[src/rtl/core/wfbc_pkg.sv]
package wfbc_pkg;

    // Controller phases, encoded as they are reported on the result stream.
    typedef enum logic [1:0] {
        PH_BACK = 2'd0,
        PH_FWD  = 2'd1,
        PH_WALL = 2'd2,
        PH_OBST = 2'd3
    } phase_t;

    // Which command, if any, takes the scaled product.
    typedef enum logic [1:0] {
        SEL_NONE  = 2'd0,
        SEL_DRIVE = 2'd1,
        SEL_TURN  = 2'd2
    } sel_t;

    // Configuration register indexes (byte address / 4).
    localparam logic [1:0] REG_FOLLOW_SIDE  = 2'd0;
    localparam logic [1:0] REG_GAIN         = 2'd1;
    localparam logic [1:0] REG_HOLD_SECONDS = 2'd2;

    localparam logic [15:0] GAIN_RESET = 16'd12288;
    localparam logic [7:0]  HOLD_RESET = 8'd2;

    localparam logic signed [8:0] IR_TARGET     = 9'sd100;
    localparam logic signed [8:0] MID_TARGET    = 9'sd127;
    localparam logic signed [8:0] MID_THRESHOLD = 9'sd110;

    localparam logic [5:0] BUMP_NONE = 6'h3F;

    localparam logic signed [15:0] Q_BACK_DRIVE = -16'sd204;
    localparam logic signed [15:0] Q_BACK_TURN  = -16'sd4096;
    localparam logic signed [15:0] Q_HALF       = 16'sd2048;
    localparam logic signed [15:0] Q_OBST_TURN  = -16'sd2867;
    localparam logic signed [15:0] Q_ZERO       = 16'sd0;

    // Unsigned division of a 24-bit product by 100 or 600 as a multiply by
    // ceil(2^k / d) and a right shift by k; exact for every 24-bit operand.
    localparam int PROD_W    = 24;
    localparam int RECIP_W   = 25;
    localparam int FULL_W    = PROD_W + RECIP_W;
    localparam int Q_W       = 17;
    localparam int SHIFT_100 = 31;
    localparam int SHIFT_600 = 34;
    localparam int Q600_W    = FULL_W - SHIFT_600;
    localparam logic [RECIP_W-1:0] RECIP_100 = 25'd21474837;
    localparam logic [RECIP_W-1:0] RECIP_600 = 25'd28633116;

    typedef struct packed {
        logic        follow_side;
        logic [15:0] gain;
        logic [7:0]  hold_seconds;
    } cfg_t;

    typedef struct packed {
        logic [7:0]  ir_left;
        logic [7:0]  ir_middle;
        logic [7:0]  ir_right;
        logic [5:0]  bump_switches;
        logic [31:0] now_seconds;
    } item_t;

    typedef struct packed {
        logic [PROD_W-1:0] prod;
        logic              neg;
        logic              div600;
        sel_t              sel;
        logic [15:0]       drive_k;
        logic [15:0]       turn_k;
        phase_t            phase;
    } stage1_t;

    typedef struct packed {
        logic [Q_W-1:0] quot;
        logic           neg;
        sel_t           sel;
        logic [15:0]    drive_k;
        logic [15:0]    turn_k;
        phase_t         phase;
    } stage2_t;

    typedef struct packed {
        phase_t phase;
        logic   stamp_valid;
    } status_t;

endpackage

[src/rtl/core/wall_follow_bump_controller_unit.sv]
// A transfer accepted on the input passes through the registered input stage,
// reciprocal multiply and output stages before its result shows on m_tvalid.
// Throughput: one item per cycle unless m_tready stalls a full pipeline; the
// stages are elastic, so a bubble lets a new item in while a result waits.
// Reset (rst_n low, asynchronous): pipeline empty, phase wall follow, no time
// stamp held, follow_side 0, gain 3.0, hold_seconds 2.
module wall_follow_bump_controller_unit (
    input  logic        clk,
    input  logic        rst_n,
    input  logic        psel,
    input  logic        penable,
    input  logic        pwrite,
    input  logic [3:0]  paddr,
    input  logic [31:0] pwdata,
    output logic [31:0] prdata,
    output logic        pready,
    input  logic        s_tvalid,
    output logic        s_tready,
    // ir_left[7:0], ir_middle[15:8], ir_right[23:16], bump_switches[29:24],
    // now_seconds[61:30], zero fill[63:62]
    input  logic [63:0] s_tdata,
    output logic        m_tvalid,
    input  logic        m_tready,
    // drive_cmd[15:0], turn_cmd[31:16], phase[33:32], zero fill[39:34]
    output logic [39:0] m_tdata
);

    wfbc_pkg::cfg_t    cfg;
    wfbc_pkg::item_t   item;
    wfbc_pkg::stage1_t s1_data;
    wfbc_pkg::stage2_t s2_data;
    wfbc_pkg::status_t status;
    logic              s1_valid, s1_ready;
    logic              s2_valid, s2_ready;

    assign item.ir_left       = s_tdata[7:0];
    assign item.ir_middle     = s_tdata[15:8];
    assign item.ir_right      = s_tdata[23:16];
    assign item.bump_switches = s_tdata[29:24];
    assign item.now_seconds   = s_tdata[61:30];

    wfbc_regs u_regs (
        .clk     (clk),
        .rst_n   (rst_n),
        .psel    (psel),
        .penable (penable),
        .pwrite  (pwrite),
        .paddr   (paddr),
        .pwdata  (pwdata),
        .prdata  (prdata),
        .pready  (pready),
        .cfg     (cfg)
    );

    wfbc_front u_front (
        .clk       (clk),
        .rst_n     (rst_n),
        .cfg       (cfg),
        .in_valid  (s_tvalid),
        .in_ready  (s_tready),
        .item      (item),
        .out_valid (s1_valid),
        .out_ready (s1_ready),
        .out_data  (s1_data),
        .status    (status)
    );

    wfbc_scale u_scale (
        .clk       (clk),
        .rst_n     (rst_n),
        .in_valid  (s1_valid),
        .in_ready  (s1_ready),
        .in_data   (s1_data),
        .out_valid (s2_valid),
        .out_ready (s2_ready),
        .out_data  (s2_data)
    );

    wfbc_out u_out (
        .clk      (clk),
        .rst_n    (rst_n),
        .in_valid (s2_valid),
        .in_ready (s2_ready),
        .in_data  (s2_data),
        .m_tvalid (m_tvalid),
        .m_tready (m_tready),
        .m_tdata  (m_tdata)
    );

`ifndef SYNTH
    // The phase only moves when an input transfer is taken.
    a_phase_holds: assert property (@(posedge clk) disable iff (!rst_n)
        !(s_tvalid && s_tready) |=> $stable(status.phase))
        else $error("phase changed without an input transfer");

    // A pressed switch in left-wall mode always leaves the block backing.
    a_bump_backs: assert property (@(posedge clk) disable iff (!rst_n)
        (s_tvalid && s_tready && !cfg.follow_side
         && (s_tdata[29:24] != wfbc_pkg::BUMP_NONE))
        |=> (status.phase == wfbc_pkg::PH_BACK) && status.stamp_valid)
        else $error("bump did not force the backing phase");

    // With every stage full and the output stalled, no transfer may enter.
    a_full_stall: assert property (@(posedge clk) disable iff (!rst_n)
        (m_tvalid && !m_tready && s1_valid && s2_valid) |-> !s_tready)
        else $error("input accepted into a full pipeline");
`endif

endmodule

[src/rtl/core/wfbc_regs.sv]
module wfbc_regs (
    input  logic                clk,
    input  logic                rst_n,
    input  logic                psel,
    input  logic                penable,
    input  logic                pwrite,
    input  logic [3:0]          paddr,
    input  logic [31:0]         pwdata,
    output logic [31:0]         prdata,
    output logic                pready,
    output wfbc_pkg::cfg_t      cfg
);

    logic        follow_side_reg;
    logic [15:0] gain_reg;
    logic [7:0]  hold_seconds_reg;
    logic        wr_en;

    assign pready = 1'b1;
    assign wr_en  = psel && penable && pwrite;

    always_ff @(posedge clk or negedge rst_n)
    begin
        if (!rst_n)
        begin
            follow_side_reg  <= 1'b0;
            gain_reg         <= wfbc_pkg::GAIN_RESET;
            hold_seconds_reg <= wfbc_pkg::HOLD_RESET;
        end
        else if (wr_en)
        begin
            unique case (paddr[3:2])
                wfbc_pkg::REG_FOLLOW_SIDE:  follow_side_reg  <= pwdata[0];
                wfbc_pkg::REG_GAIN:         gain_reg         <= pwdata[15:0];
                wfbc_pkg::REG_HOLD_SECONDS: hold_seconds_reg <= pwdata[7:0];
                default:                    ;
            endcase
        end
    end

    always_comb
    begin
        unique case (paddr[3:2])
            wfbc_pkg::REG_FOLLOW_SIDE:  prdata = {31'd0, follow_side_reg};
            wfbc_pkg::REG_GAIN:         prdata = {16'd0, gain_reg};
            wfbc_pkg::REG_HOLD_SECONDS: prdata = {24'd0, hold_seconds_reg};
            default:                    prdata = 32'd0;
        endcase
    end

    assign cfg.follow_side  = follow_side_reg;
    assign cfg.gain         = gain_reg;
    assign cfg.hold_seconds = hold_seconds_reg;

endmodule

[src/rtl/core/wfbc_front.sv]
module wfbc_front (
    input  logic                 clk,
    input  logic                 rst_n,
    input  wfbc_pkg::cfg_t       cfg,
    input  logic                 in_valid,
    output logic                 in_ready,
    input  wfbc_pkg::item_t      item,
    output logic                 out_valid,
    input  logic                 out_ready,
    output wfbc_pkg::stage1_t    out_data,
    output wfbc_pkg::status_t    status
);

    wfbc_pkg::phase_t  phase_reg, phase_next, phase_cur;
    logic              stamp_valid_reg, stamp_valid_next, stamp_valid_cur;
    logic [31:0]       stamp_seconds_reg, stamp_seconds_next, stamp_seconds_cur;
    logic              valid_reg;
    wfbc_pkg::stage1_t stage_reg, stage_next;

    logic signed [8:0] err_left, err_mid, err_right, err_sel, err_abs;
    logic [32:0]       deadline;
    logic              expired;
    logic              accept;

    assign in_ready = !valid_reg || out_ready;
    assign accept   = in_valid && in_ready;

    assign err_left  = $signed({1'b0, item.ir_left}) - wfbc_pkg::IR_TARGET;
    assign err_mid   = wfbc_pkg::MID_TARGET - $signed({1'b0, item.ir_middle});
    assign err_right = $signed({1'b0, item.ir_right}) - wfbc_pkg::IR_TARGET;

    always_comb
    begin
        phase_cur         = phase_reg;
        stamp_valid_cur   = stamp_valid_reg;
        stamp_seconds_cur = stamp_seconds_reg;
        // In left-wall mode a pressed switch forces backing and restamps on every tick.
        if (!cfg.follow_side && (item.bump_switches != wfbc_pkg::BUMP_NONE))
        begin
            phase_cur         = wfbc_pkg::PH_BACK;
            stamp_valid_cur   = 1'b1;
            stamp_seconds_cur = item.now_seconds;
        end

        deadline = {1'b0, stamp_seconds_cur} + {25'd0, cfg.hold_seconds};
        expired  = {1'b0, item.now_seconds} > deadline;

        phase_next         = phase_reg;
        stamp_valid_next   = stamp_valid_reg;
        stamp_seconds_next = stamp_seconds_reg;

        err_sel             = '0;
        stage_next.neg      = 1'b0;
        stage_next.div600   = 1'b0;
        stage_next.sel      = wfbc_pkg::SEL_NONE;
        stage_next.drive_k  = wfbc_pkg::Q_HALF;
        stage_next.turn_k   = wfbc_pkg::Q_ZERO;

        if (cfg.follow_side)
        begin
            err_sel        = err_right;
            stage_next.neg = err_right[8];
            stage_next.sel = wfbc_pkg::SEL_TURN;
        end
        else
        begin
            phase_next         = phase_cur;
            stamp_valid_next   = stamp_valid_cur;
            stamp_seconds_next = stamp_seconds_cur;
            unique case (phase_cur)
                wfbc_pkg::PH_BACK:
                begin
                    if (!stamp_valid_cur)
                    begin
                        stamp_valid_next   = 1'b1;
                        stamp_seconds_next = item.now_seconds;
                    end
                    else if (expired)
                    begin
                        stamp_valid_next = 1'b0;
                        phase_next       = wfbc_pkg::PH_FWD;
                    end
                    stage_next.drive_k = wfbc_pkg::Q_BACK_DRIVE;
                    stage_next.turn_k  = wfbc_pkg::Q_BACK_TURN;
                end
                wfbc_pkg::PH_FWD:
                begin
                    if (!stamp_valid_cur)
                    begin
                        stamp_valid_next   = 1'b1;
                        stamp_seconds_next = item.now_seconds;
                    end
                    else if (expired)
                    begin
                        stamp_valid_next = 1'b0;
                        phase_next       = wfbc_pkg::PH_WALL;
                    end
                end
                wfbc_pkg::PH_WALL:
                begin
                    if (err_mid < wfbc_pkg::MID_THRESHOLD)
                    begin
                        phase_next = wfbc_pkg::PH_OBST;
                    end
                    // The turn is the negated quotient, so the sign flips.
                    err_sel        = err_left;
                    stage_next.neg = !err_left[8];
                    stage_next.sel = wfbc_pkg::SEL_TURN;
                end
                wfbc_pkg::PH_OBST:
                begin
                    if (err_mid >= wfbc_pkg::MID_THRESHOLD)
                    begin
                        phase_next = wfbc_pkg::PH_WALL;
                    end
                    err_sel           = err_mid;
                    stage_next.neg    = err_mid[8];
                    stage_next.div600 = 1'b1;
                    stage_next.sel    = wfbc_pkg::SEL_DRIVE;
                    stage_next.turn_k = wfbc_pkg::Q_OBST_TURN;
                end
                default:
                begin
                    phase_next = wfbc_pkg::PH_WALL;
                end
            endcase
        end

        err_abs          = err_sel[8] ? -err_sel : err_sel;
        stage_next.prod  = {8'd0, cfg.gain} * {16'd0, err_abs[7:0]};
        stage_next.phase = phase_next;
    end

    always_ff @(posedge clk or negedge rst_n)
    begin
        if (!rst_n)
        begin
            phase_reg         <= wfbc_pkg::PH_WALL;
            stamp_valid_reg   <= 1'b0;
            stamp_seconds_reg <= 32'd0;
            valid_reg         <= 1'b0;
        end
        else
        begin
            if (accept)
            begin
                phase_reg         <= phase_next;
                stamp_valid_reg   <= stamp_valid_next;
                stamp_seconds_reg <= stamp_seconds_next;
            end
            if (in_ready)
            begin
                valid_reg <= in_valid;
            end
        end
    end

    always_ff @(posedge clk)
    begin
        if (accept)
        begin
            stage_reg <= stage_next;
        end
    end

    assign out_valid          = valid_reg;
    assign out_data           = stage_reg;
    assign status.phase       = phase_reg;
    assign status.stamp_valid = stamp_valid_reg;

endmodule

[src/rtl/core/wfbc_scale.sv]
module wfbc_scale (
    input  logic                 clk,
    input  logic                 rst_n,
    input  logic                 in_valid,
    output logic                 in_ready,
    input  wfbc_pkg::stage1_t    in_data,
    output logic                 out_valid,
    input  logic                 out_ready,
    output wfbc_pkg::stage2_t    out_data
);

    logic                            valid_reg;
    wfbc_pkg::stage2_t               stage_reg, stage_next;
    logic [wfbc_pkg::RECIP_W-1:0]    recip;
    logic [wfbc_pkg::FULL_W-1:0]     full;

    assign in_ready = !valid_reg || out_ready;

    // Truncating division of the magnitude by 100 or 600.
    assign recip = in_data.div600 ? wfbc_pkg::RECIP_600 : wfbc_pkg::RECIP_100;
    assign full  = {{wfbc_pkg::RECIP_W{1'b0}}, in_data.prod}
                 * {{wfbc_pkg::PROD_W{1'b0}}, recip};

    always_comb
    begin
        if (in_data.div600)
        begin
            stage_next.quot = {{(wfbc_pkg::Q_W - wfbc_pkg::Q600_W){1'b0}},
                               full[wfbc_pkg::SHIFT_600 +: wfbc_pkg::Q600_W]};
        end
        else
        begin
            stage_next.quot = full[wfbc_pkg::SHIFT_100 +: wfbc_pkg::Q_W];
        end
        stage_next.neg     = in_data.neg;
        stage_next.sel     = in_data.sel;
        stage_next.drive_k = in_data.drive_k;
        stage_next.turn_k  = in_data.turn_k;
        stage_next.phase   = in_data.phase;
    end

    always_ff @(posedge clk or negedge rst_n)
    begin
        if (!rst_n)
        begin
            valid_reg <= 1'b0;
        end
        else if (in_ready)
        begin
            valid_reg <= in_valid;
        end
    end

    always_ff @(posedge clk)
    begin
        if (in_valid && in_ready)
        begin
            stage_reg <= stage_next;
        end
    end

    assign out_valid = valid_reg;
    assign out_data  = stage_reg;

endmodule

[src/rtl/core/wfbc_out.sv]
module wfbc_out (
    input  logic                 clk,
    input  logic                 rst_n,
    input  logic                 in_valid,
    output logic                 in_ready,
    input  wfbc_pkg::stage2_t    in_data,
    output logic                 m_tvalid,
    input  logic                 m_tready,
    output logic [39:0]          m_tdata
);

    logic               valid_reg;
    logic signed [15:0] drive_reg, drive_next;
    logic signed [15:0] turn_reg, turn_next;
    logic [1:0]         phase_reg;
    logic signed [17:0] signed_quot;
    logic signed [15:0] sat_quot;

    assign in_ready = !valid_reg || m_tready;

    assign signed_quot = in_data.neg ? -$signed({1'b0, in_data.quot})
                                     : $signed({1'b0, in_data.quot});

    always_comb
    begin
        if (signed_quot > 18'sd32767)
        begin
            sat_quot = 16'sd32767;
        end
        else if (signed_quot < -18'sd32768)
        begin
            sat_quot = -16'sd32768;
        end
        else
        begin
            sat_quot = signed_quot[15:0];
        end

        drive_next = in_data.drive_k;
        turn_next  = in_data.turn_k;
        case (in_data.sel)
            wfbc_pkg::SEL_DRIVE: drive_next = sat_quot;
            wfbc_pkg::SEL_TURN:  turn_next  = sat_quot;
            default:             ;
        endcase
    end

    always_ff @(posedge clk or negedge rst_n)
    begin
        if (!rst_n)
        begin
            valid_reg <= 1'b0;
        end
        else if (in_ready)
        begin
            valid_reg <= in_valid;
        end
    end

    always_ff @(posedge clk)
    begin
        if (in_valid && in_ready)
        begin
            drive_reg <= drive_next;
            turn_reg  <= turn_next;
            phase_reg <= in_data.phase;
        end
    end

    assign m_tvalid = valid_reg;
    assign m_tdata  = {6'd0, phase_reg, turn_reg, drive_reg};

endmodule

[config.mk]
export PLATFORM = sky130hd
export DESIGN_NAME = wall_follow_bump_controller_unit
export DESIGN_NICKNAME = d
export VERILOG_FILES = /design/src/rtl/core/wfbc_pkg.sv /design/src/rtl/core/wall_follow_bump_controller_unit.sv /design/src/rtl/core/wfbc_regs.sv /design/src/rtl/core/wfbc_front.sv /design/src/rtl/core/wfbc_scale.sv /design/src/rtl/core/wfbc_out.sv
export SDC_FILE = /design/constraint.sdc
export NUM_CORES = 1
export LEC_CHECK = 0
export BUFFER_PORTS_ARGS = -buffer_cell sky130_fd_sc_hd__buf_2
export CAP_MARGIN = 5
export CORE_ASPECT_RATIO = 0.6
export CORE_UTILIZATION = 45
export CTS_CLUSTER_SIZE = 10
export DETAILED_ROUTE_END_ITERATION = 8
export PLACE_DENSITY = 0.64
export SLEW_MARGIN = 15
export SYNTH_ARGS = -nofsm -noshare
export SYNTH_HDL_FRONTEND = slang
export SYNTH_SLANG_ARGS = --single-unit
[constraint.sdc]
create_clock -name clk -period 10 [get_ports clk]
set_clock_uncertainty 0.15 [all_clocks]
set_input_delay 2 -clock clk [delete_from_list [all_inputs] [get_ports clk]]
set_output_delay 2 -clock clk [all_outputs]
set_load 0.02 [all_outputs]
# Word-level counts from Yosys, hierarchy flattened
# Cells that the tools add are included.
# word_totals
mem_bits_ro,0
register_bits,213
inputBits,107
mem_count,0
latchBits,0
ramBits,0
# op_classes
muxes,33
multipliers,2
reduce_logical,21
div_mod_pow,0
eq_ne,8
add_sub_neg,6
magnitude_cmp,5
shift,0
n_bitwise,1
# ops
operator,count
$mux W32,3
$mux W16,5
$mul A24 B25 Y49,1
$pmux W16 S3,1
$add A32 B8 Y33,1
$gt A32 B33 Y1,1
$pmux W16 S2,1
$mul A16 B8 Y24,1
$mux W24,1
$gt A18 B16 Y1 const B,1
$lt A18 B16 Y1 const B,1
$mux W18,1
$neg A17 Y18,1
$pmux W9 S2,1
$sub A8 B7 Y9 const B,2
$mux W2,8
$mux W15,1
$ge A9 B8 Y1 const B,1
$lt A9 B8 Y1 const B,1
$mux W9,1
$sub A7 B8 Y9 const A,1
$eq A2 B2 Y1 const B,4
$mux W8,1
$neg A8 Y8,1
other kinds (13),35

# Logic depth before layout (Yosys ltp)
# Gate-level depths: netlist of run 1.
# depth
depth_word,9
depth_mapped,35

# Hierarchy
# A second synthesis of run 1 with hierarchy kept.
# hier_totals
hier_cells,2849
area_unflattened_um2,27916.8
# modules_own_cells
module,seq_area_each_um2,area_per_inst_um2,instances,cells_per_inst
wfbc_scale,1646.6,14983.1,1,1474
wfbc_front,1863.0,9611.7,1,1083
wfbc_out,1046.0,2048.2,1,195
wfbc_regs,629.4,1273.7,1,97

# Worst setup path before layout of run 1
# No wires, ideal clock.
# synth_timing
kind,in2reg
start,in s_tdata[27]
end,"reg u_front.stage_reg (netlist bit u_front.out_data[61]), data pin"
arrival_time_ns,8.922
cell_stages,32
t_required_ns,9.584
setup_ns,0.266
setup_slack_ns,0.662
cell_sequence,and4_1 > clkbuf_1 > a21o_1 > clkbuf_1 > nand2_1 > inv_1 > ha_1 > clkbuf_1 > a22oi_1 > o21ai_1 > inv_1 > ha_1 > a31oi_1 > o21bai_1 > xor2_1 > clkbuf_1 > nand2_1 > fa_1 > fa_1 > inv_1 > fa_1 > inv_1 > fa_1 > inv_1 > ha_1 > a21boi_0 > o211ai_1 > a211oi_1 > nor3_1 > o31ai_1 > and4_1 > nor3_1
# synth_lines
item,line,text
from (decl),wall_follow_bump_controller_unit.sv:21,"input logic [63:0] s_tdata,"
to (signal assigned),wfbc_front.sv:162,stage_reg <= stage_next;
to (decl),wfbc_front.sv:18,"wfbc_pkg::stage1_t stage_reg, stage_next;"

==> impl_metrics.csv, run 1 <==
group,metric,value,unit
sta,finalCritPeriodShare,95.5,%
sta,timing.final.max_slew_violations,0,
yosys,netlist_area,0.0258,mm²
cells_and_area,fillers,5153,
yosys,syn_avg_cell_area,10.0,µm²
cts,cts_buffers,17,
grt,antenna_found_initial,3,
sta,fin_crit,9.55,ns
routing,drt_iter0_markers,1337,
grt,grt_max_degree,64,
yosys,synthTopCellsByCount,"inv_1 (544), fa_1 (391), ha_1 (366)",
routing,wl_per_cell,20.3,µm
sta,max_freq,105,MHz
cts,cts_setup_buffers,0,
floorplanning,die_area,0.0583,mm²
routing,drc,0,
yosys,synth_edf_count,90,
placement,dp_hpwl,60.9,mm
grt,grt_usage,24.7,%
sta,setup_violations,0,
yosys,synth_cells,2575,
yosys,ys_types,79,
cts,clockBufferDepth,2,
sta,tns,0,ns
cts,ctsHoldBuffers,0,
yosys,synth_ff_type,"edfxtp_1",
run,cap_violations,0,
routing,routed_wl,70.2,mm
setup_path,startpoint_type,"primary input",
setup_path,cp_slowest_cell,"o31ai_1",
setup_path,critPathArrivalTime,9.60,ns
routing,via_count,18300,
grt,overflow,0,
cells_and_area,fin_util,49.6,%
cts,clk_latency,0.46,ns
cells_and_area,syn2layout_area_growth,8.05,%
floorplanning,ios,182,
yosys,synth_top_area_share,30.3,%
floorplanning,start_util,45.9,%
cts,cts_tree,"yes",
yosys,async_reset_ff_share,41.2,%
setup_path,end_kind,"flop",
sta,tightest_slew,1.07,ns
sta,hold_viol,0,
cells_and_area,fin_nets,3551,
yosys,yosysMostFrequentCell,"inv_1",
cts,cts.sinks,153,
setup_path,path_buf_inv,6,
yosys,synth-seq-cells,153,
yosys,ys_seq_area_share,16.6,%
cts,cts_resized,0,
yosys,yosys_warnings,0,
floorplanning,die_width,311,µm
floorplanning,dieHeight,187,µm
cts,cts_max_level,4,
grt,grt_pass1_wl,110,mm
routing,vias_per_cell,5.30,
setup_path,cp_common_cell,"inv_1",
routing,drtAntennaViolNets,0,
floorplanning,num_rows,67,
grt,grt_pass1_vias,18900,
placement,io_buffers,138,
setup_path,cp_top_family,"adder cells",
run_status,status,"complete, no violations",
setup_path,critPathMaxStageDelay,0.53,ns
setup_path,cp_max_fo,12,
routing,dr.pass1.iters,6,
setup_path,critPathRequiredTime,10.05,ns
yosys,yosysTopAreaCell,"fa_1",
sta,max_slew_margin,28.5,%
cts,clk_pin_slew,0.07,ns
setup_path,critPathKind,"primary input to flop",
floorplanning,core,0.0563,mm²
yosys,synth_area_leaders,"fa_1 (30%), ha_1 (18%), edfxtp_1 (10%)",
sta,rsz0062_at_grt,"false",
cells_and_area,drive_gt1_share,10.9,%
cts,cts_root_buf,"clkbuf_16",
worst_hold_path,min_path_type,"flop to flop",
placement,gp_congestion,1.00,
==> area by class of cell <==
cell class	instances	area (µm²)	share of cell area, %
clock buffers	17	425	1.53
clock inverters	15	156	0.561
well taps	759	950	3.41
multi-input cells	1808	19100	68.7
diodes	3	7.51	0.0269
flip-flops and latches	153	4280	15.4
repair buffers	161	863	3.10
inverters	546	2050	7.35
==> path summary, 6_finish.rpt <==
kind | from | endpoint | slack (ns) | cells past startpoint
min in group asynchronous | rst_n | u_front.stamp_seconds_reg[25] | 1.59 | 2
worst max register to register | u_front.out_data[36] | u_scale.out_data[51] | 1.25 | 23
max in group asynchronous | rst_n | u_front.stamp_seconds_reg[11] | 7.53 | 2
worst max-delay path | s_tdata[28] | u_front.out_data[61] | 0.45 | 29
worst min register to register | u_front.out_data[0] | u_scale.out_data[0] | 0.27 | 0
worst min-delay path | u_front.out_data[0] | u_scale.out_data[0] | 0.27 | 0
==> routing by layer <==
metal / GRT usage (%) / vias up / part of all wire (%)
met5: 0 / - / 0
met4: 3.28 / 0 / 0.91
met3: 8.23 / 38 / 10
met2: 32.8 / 574 / 39
met1: 39.0 / 9230 / 50
li1: - / 8495 / -
==> placed cells by master (no fill, tap or decap), types with 59 or more instances in the layout <==
master    netlist  layout
nand2_1       155     155
a21oi_1        82      81
mux2_2         62      62
and2_1        121     121
buf_2           3     138
xnor2_1        66      66
fa_1          391     391
dfrtp_1        59      59
nor2_1         65      65
inv_1         544     544
ha_1          366     366
edfxtp_1       90      90
==> metrics by stage <==
step                      instance area (µm²)  cells  setup slack (ns)  hold slack (ns)
after floorplan                         25900   2596             0.662            0.250
after global placement                  27300   3427             0.391            0.255
after detailed placement                27300   3427            0.0816            0.255
after CTS                               27900   3459             0.592            0.271
after global routing                    27900   3462            0.0460            0.286
final                                   27900   3462             0.451            0.268
==> cells by family after synthesis <==
family | after synthesis | synth area share [%]
AO/OA/AOI/OAI | 307 | 7.91
XOR/XNOR | 100 | 3.39
adder cells (fa/ha/maj) | 757 | 48.1
buffers and inverters | 635 | 9.63
flip-flops | 153 | 16.6
multiplexers | 83 | 3.52
other | 2 | 0.0291
AND/OR/NAND/NOR | 538 | 10.8
Power of run 1 is not shown: default switching activity piles up to over one toggle a cycle in this logic, so the estimate is an artifact.
==> run 2, diff against run 1 <==
==> constraint.sdc (replaced) <==
create_clock -name clk -period 10 [get_ports clk]
set_clock_uncertainty 0.15 [all_clocks]
set_input_delay 1 -clock clk [delete_from_list [all_inputs] [get_ports clk]]
set_output_delay 1 -clock clk [all_outputs]
set_load 0.02 [all_outputs]
==> impl_metrics.csv, run 2 (synthesized netlist as in run 1, its figures left out) <==
group,metric,value,unit
routing,dr.pass1.iters,6,
cts,clockBufferDepth,2,
setup_path,path_buf_inv,6,
cells_and_area,final_common_cell,"inv_1",
routing,via_count,18400,
routing,routed_wl,69.5,mm
routing,drtAntennaViolNets,0,
run,cap_violations,0,
setup_path,startpoint,"u_front.out_data[36]",
cts,cts_setup_buffers,0,
cts,cts_root_buf,"clkbuf_16",
placement,placed_area,0.0273,mm²
grt,grt_pass1_vias,19100,
routing,vias_per_cell,5.32,
placement,io_buffers,138,
routing,wl_per_cell,20.1,µm
cts,cts_max_level,4,
worst_hold_path,min_from,"u_front.out_data[1]",
sta,max_slew_margin,26.8,%
placement,gp_congestion,1.02,
cells_and_area,fillers,5091,
grt,overflow,0,
setup_path,cp_common_cell,"fa_1",
floorplanning,start_util,45.9,%
placement,dp_hpwl,59.9,mm
run_status,status,"complete, no violations",
sta,max_freq,111,MHz
cells_and_area,multi_input_comb_area,0.0191,mm²
cts,ctsHoldBuffers,0,
cts,cts_tree,"yes",
setup_path,critical_path.cell_chain,"buf_12 > nor2b_1 > fa_1 > fa_1 > inv_1 > fa_1 > inv_1 > fa_1 > fa_1 > inv_1 > fa_1 > inv_1 > fa_1 > ha_1 > inv_1 > nor2_1 > nand3_1 > a311oi_1 > o21ai_1 > a21oi_1 > a31oi_1 > o21a_1 > a211o_1",
sta,finalCritPeriodShare,90.5,%
cts,cts.sinks,153,
cells_and_area,regArea,0.00428,mm²
setup_path,end_kind,"flop",
routing,drc,0,
setup_path,cp_slowest_cell,"nor2b_1",
floorplanning,die_width,311,µm
floorplanning,dieHeight,187,µm
cells_and_area,syn2layout_area_growth,8.11,%
cts,clk_pin_slew,0.07,ns
setup_path,critPathArrivalTime,9.10,ns
cells_and_area,final_cell_mix,"inv_1 (544), fa_1 (391), ha_1 (366), nand2_1 (155), buf_2 (138)",
sta,timing.final.max_slew_violations,0,
floorplanning,die_area,0.0583,mm²
setup_path,startpoint_type,"flop",
placement,dp_cells,3424,
cts,cts_buffers,17,
setup_path,cp_max_fo,37,
sta,tns,0,ns
floorplanning,num_rows,67,
sta,hold_viol,0,
routing,drt_iter0_markers,1378,
grt,grt_pass1_wl,110,mm
worst_hold_path,min_path_type,"flop to flop",
cts,cts_resized,0,
grt,antenna_found_initial,5,
setup_path,r2r-start,"u_front.out_data[36]",
sta,rsz0062_at_grt,"false",
cts,clk_latency,0.46,ns
floorplanning,ios,182,
sta,worst_hold_slack,0.271,ns
grt,grt_max_degree,64,
grt,grt_usage,24.5,%
setup_path,critPathKind,"flop to flop",
setup_path,critPathMaxStageDelay,0.81,ns
sta,fin_crit,9.05,ns
setup_path,critPathRequiredTime,10.05,ns
cells_and_area,finalInstanceArea,0.0279,mm²
sta,setup_violations,0,
sta,tightest_slew,1.10,ns
cells_and_area,fin_nets,3548,
setup_path,cp_top_family,"adder cells",
cells_and_area,stdcell_count,3461,
floorplanning,core,0.0563,mm²
cells_and_area,drive_gt1_share,10.8,%
## run 2: changes by cell type in the layout (fill, tap and decap cells not counted), moves of 2 or more
cell,change
clkbuf_16,+3
clkinvlp_4,-4
buf_4,-4
inv_4,+2
inv_8,-2
diode_2,+2
## run 2: stage by stage
stage	setup WS, ns	utilization [%]
2_1_floorplan	1.66	-
3_3_place_gp	1.07	48.5
3_5_place_dp	0.920	48.5
4_1_cts	1.02	49.5
5_1_grt	0.563	49.6
6_report	0.951	49.6
## run 2: layer usage
| layer | GRT usage, % | share of wire, % |
|---|---|---|
| met1 | 38.8 | 51 |
| met4 | 3.96 | 1.1 |
| met5 | 0 | 0 |
| met3 | 7.54 | 9.5 |
| met2 | 32.5 | 39 |
## run 2: final timing paths
path	end	slack [ns]	cells after the start
min	u_scale.out_data[1]	0.27	0
min in group asynchronous	u_front.stamp_seconds_reg[21]	0.60	2
max	u_scale.out_data[51]	0.95	23
max in group asynchronous	u_regs.hold_seconds_reg[6]	8.56	2
max reg2reg	u_scale.out_data[51]	0.95	23
min reg2reg	u_scale.out_data[1]	0.27	0
## run 2: layout make-up
type                            instances  share of cell area, %
Antenna cell                            5                 0.0449
Clock buffer                           22                   1.86
Clock inverter                         10                  0.323
Inverter                              546                   7.35
Multi-Input combinational cell       1808                   68.6
Sequential cell                       153                   15.4
Tap cell                              759                   3.40
Timing Repair Buffer                  158                   3.06
Power of run 2 is left out for the same reason.
==> run 3, diff against run 2 <==
--- a/config.mk
+++ b/config.mk
@@ -11,8 +11,10 @@
 export CORE_UTILIZATION = 45
 export CTS_CLUSTER_SIZE = 10
 export DETAILED_ROUTE_END_ITERATION = 8
+export MAX_ROUTING_LAYER = met4
 export PLACE_DENSITY = 0.64
 export SLEW_MARGIN = 15
 export SYNTH_ARGS = -nofsm -noshare
 export SYNTH_HDL_FRONTEND = slang
 export SYNTH_SLANG_ARGS = --single-unit
+export TNS_END_PERCENT = 1
==> impl_metrics.csv, run 3 (synthesized netlist as in run 1, its figures left out) <==
group,metric,value,unit
setup_path,end_kind,"flop",
sta,setup_violations,0,
floorplanning,core,0.0563,mm²
cts,cts.sinks,153,
setup_path,reg2regPathDepth,22,
sta,rsz0062_at_grt,"false",
setup_path,critPathRequiredTime,10.06,ns
sta,max_freq,113,MHz
setup_path,cp_max_fo,19,
cells_and_area,syn2layout_area_growth,8.18,%
grt,grt_pass1_wl,110,mm
placement,gp_congestion,1.02,
cells_and_area,drive_gt1_share,11.0,%
placement,dp_hpwl,60.3,mm
worst_hold_path,hold-path-endpoint,"u_scale.out_data[0]",
setup_path,reg2reg_to,"u_scale.out_data[51]",
sta,tightest_slew,1.11,ns
floorplanning,die_area,0.0583,mm²
setup_path,startpoint_type,"flop",
cells_and_area,multi_input_comb_area,0.0191,mm²
cts,cts_tree,"yes",
routing,wl_per_cell,20.2,µm
sta,hold_viol,0,
cells_and_area,regArea,0.00428,mm²
grt,grt_max_degree,64,
routing,drtAntennaViolNets,0,
run,cap_violations,0,
floorplanning,ios,182,
grt,grt_usage,25.4,%
run_status,status,"complete, no violations",
sta,worst_hold_slack,0.272,ns
sta,fin_ws,1.17,ns
routing,via_count,18300,
worst_hold_path,min_from,"u_front.out_data[0]",
cts,cts_resized,0,
cts,clk_latency,0.45,ns
cells_and_area,final_common_cell,"inv_1",
sta,max_slew_margin,25.9,%
setup_path,critPathArrivalTime,8.89,ns
floorplanning,num_rows,67,
cts,cts_setup_buffers,0,
cts,cts_buffers,17,
sta,timing.final.max_slew_violations,0,
sta,finalCritPeriodShare,88.3,%
placement,post-place-ws,0.873,ns
sta,tns,0,ns
sta,fin_crit,8.83,ns
routing,drt_iter0_markers,1302,
routing,routed_wl,70.1,mm
cts,clk_pin_slew,0.07,ns
cts,clockBufferDepth,2,
setup_path,r2r_setup_slack,1.17,ns
cells_and_area,fin_nets,3553,
grt,overflow,0,
cells_and_area,stdcell_count,3465,
setup_path,r2r-start,"u_front.out_data[36]",
cells_and_area,fillers,5117,
setup_path,critPathKind,"flop to flop",
grt,grt_pass1_vias,18900,
grt,antenna_found_initial,4,
routing,vias_per_cell,5.27,
worst_hold_path,hold_depth,0,
placement,dp_cells,3429,
worst_hold_path,min_path_type,"flop to flop",
cts,ctsHoldBuffers,0,
cells_and_area,final_cell_mix,"inv_1 (544), fa_1 (391), ha_1 (366), nand2_1 (155), buf_2 (138)",
floorplanning,dieHeight,187,µm
floorplanning,die_width,311,µm
floorplanning,start_util,45.9,%
cts,cts_root_buf,"clkbuf_16",
placement,io_buffers,138,
cts,cts_max_level,4,
routing,drc,0,
routing,dr.pass1.iters,6,
==> run 3: worst max path at each step <==
| stage | startpoint | slack, ns | endpoint |
|---|---|---|---|
| global placement | s_tdata[27] | 1.13 | u_front.out_data[61] |
| finish | u_front.out_data[36] | 1.17 | u_scale.out_data[51] |
| global route | u_front.out_data[36] | 0.66 | u_scale.out_data[49] |
| floorplan | s_tdata[27] | 1.66 | u_front.out_data[61] |
| detailed placement | s_tdata[27] | 0.87 | u_front.out_data[61] |
| CTS | u_front.out_data[36] | 1.22 | u_scale.out_data[51] |
==> run 3: stage by stage <==
step           area, µm²  util (%)
2_1_floorplan      25900         -
3_3_place_gp       27300      48.5
3_5_place_dp       27300      48.5
4_1_cts            27900      49.6
5_1_grt            27900      49.6
6_report           27900      49.6
==> run 3: critical path, cell delays in order, from the launching register on <==
cell      delay [ns]
edfxtp_1        0.43
inv_2           0.42
nand2_1         0.25
inv_1           0.35
fa_1            0.51
fa_1            0.51
fa_1            0.55
inv_1           0.05
fa_1            0.50
inv_1           0.05
fa_1            0.47
fa_1            0.52
fa_1            0.60
ha_1            0.39
nand4_1         0.17
nor2_1          0.22
nand3_1         0.23
a311oi_1        0.71
o21ai_1         0.34
a21oi_1         0.52
a31oi_1         0.20
o21a_1          0.22
a211o_1         0.22
==> run 3: layout make-up <==
cell class | count | share of cell area, %
clock inverters | 11 | 0.341
diodes | 4 | 0.0359
well taps | 759 | 3.40
multi-input cells | 1808 | 68.6
inverters | 546 | 7.34
flip-flops and latches | 153 | 15.4
clock buffers | 21 | 1.80
repair buffers | 163 | 3.15
==> run 3: per-layer routing <==
metal  vias to the layer above  track usage (%)  routed length (µm)
met3                        57             10.0                7870
met2                       606             32.6               27100
li1                       8485                -                   -
met4                         0             4.07                 921
met1                      9119             37.4               34300
met5                         -                -                   0
Power of run 3 is left out for the same reason.
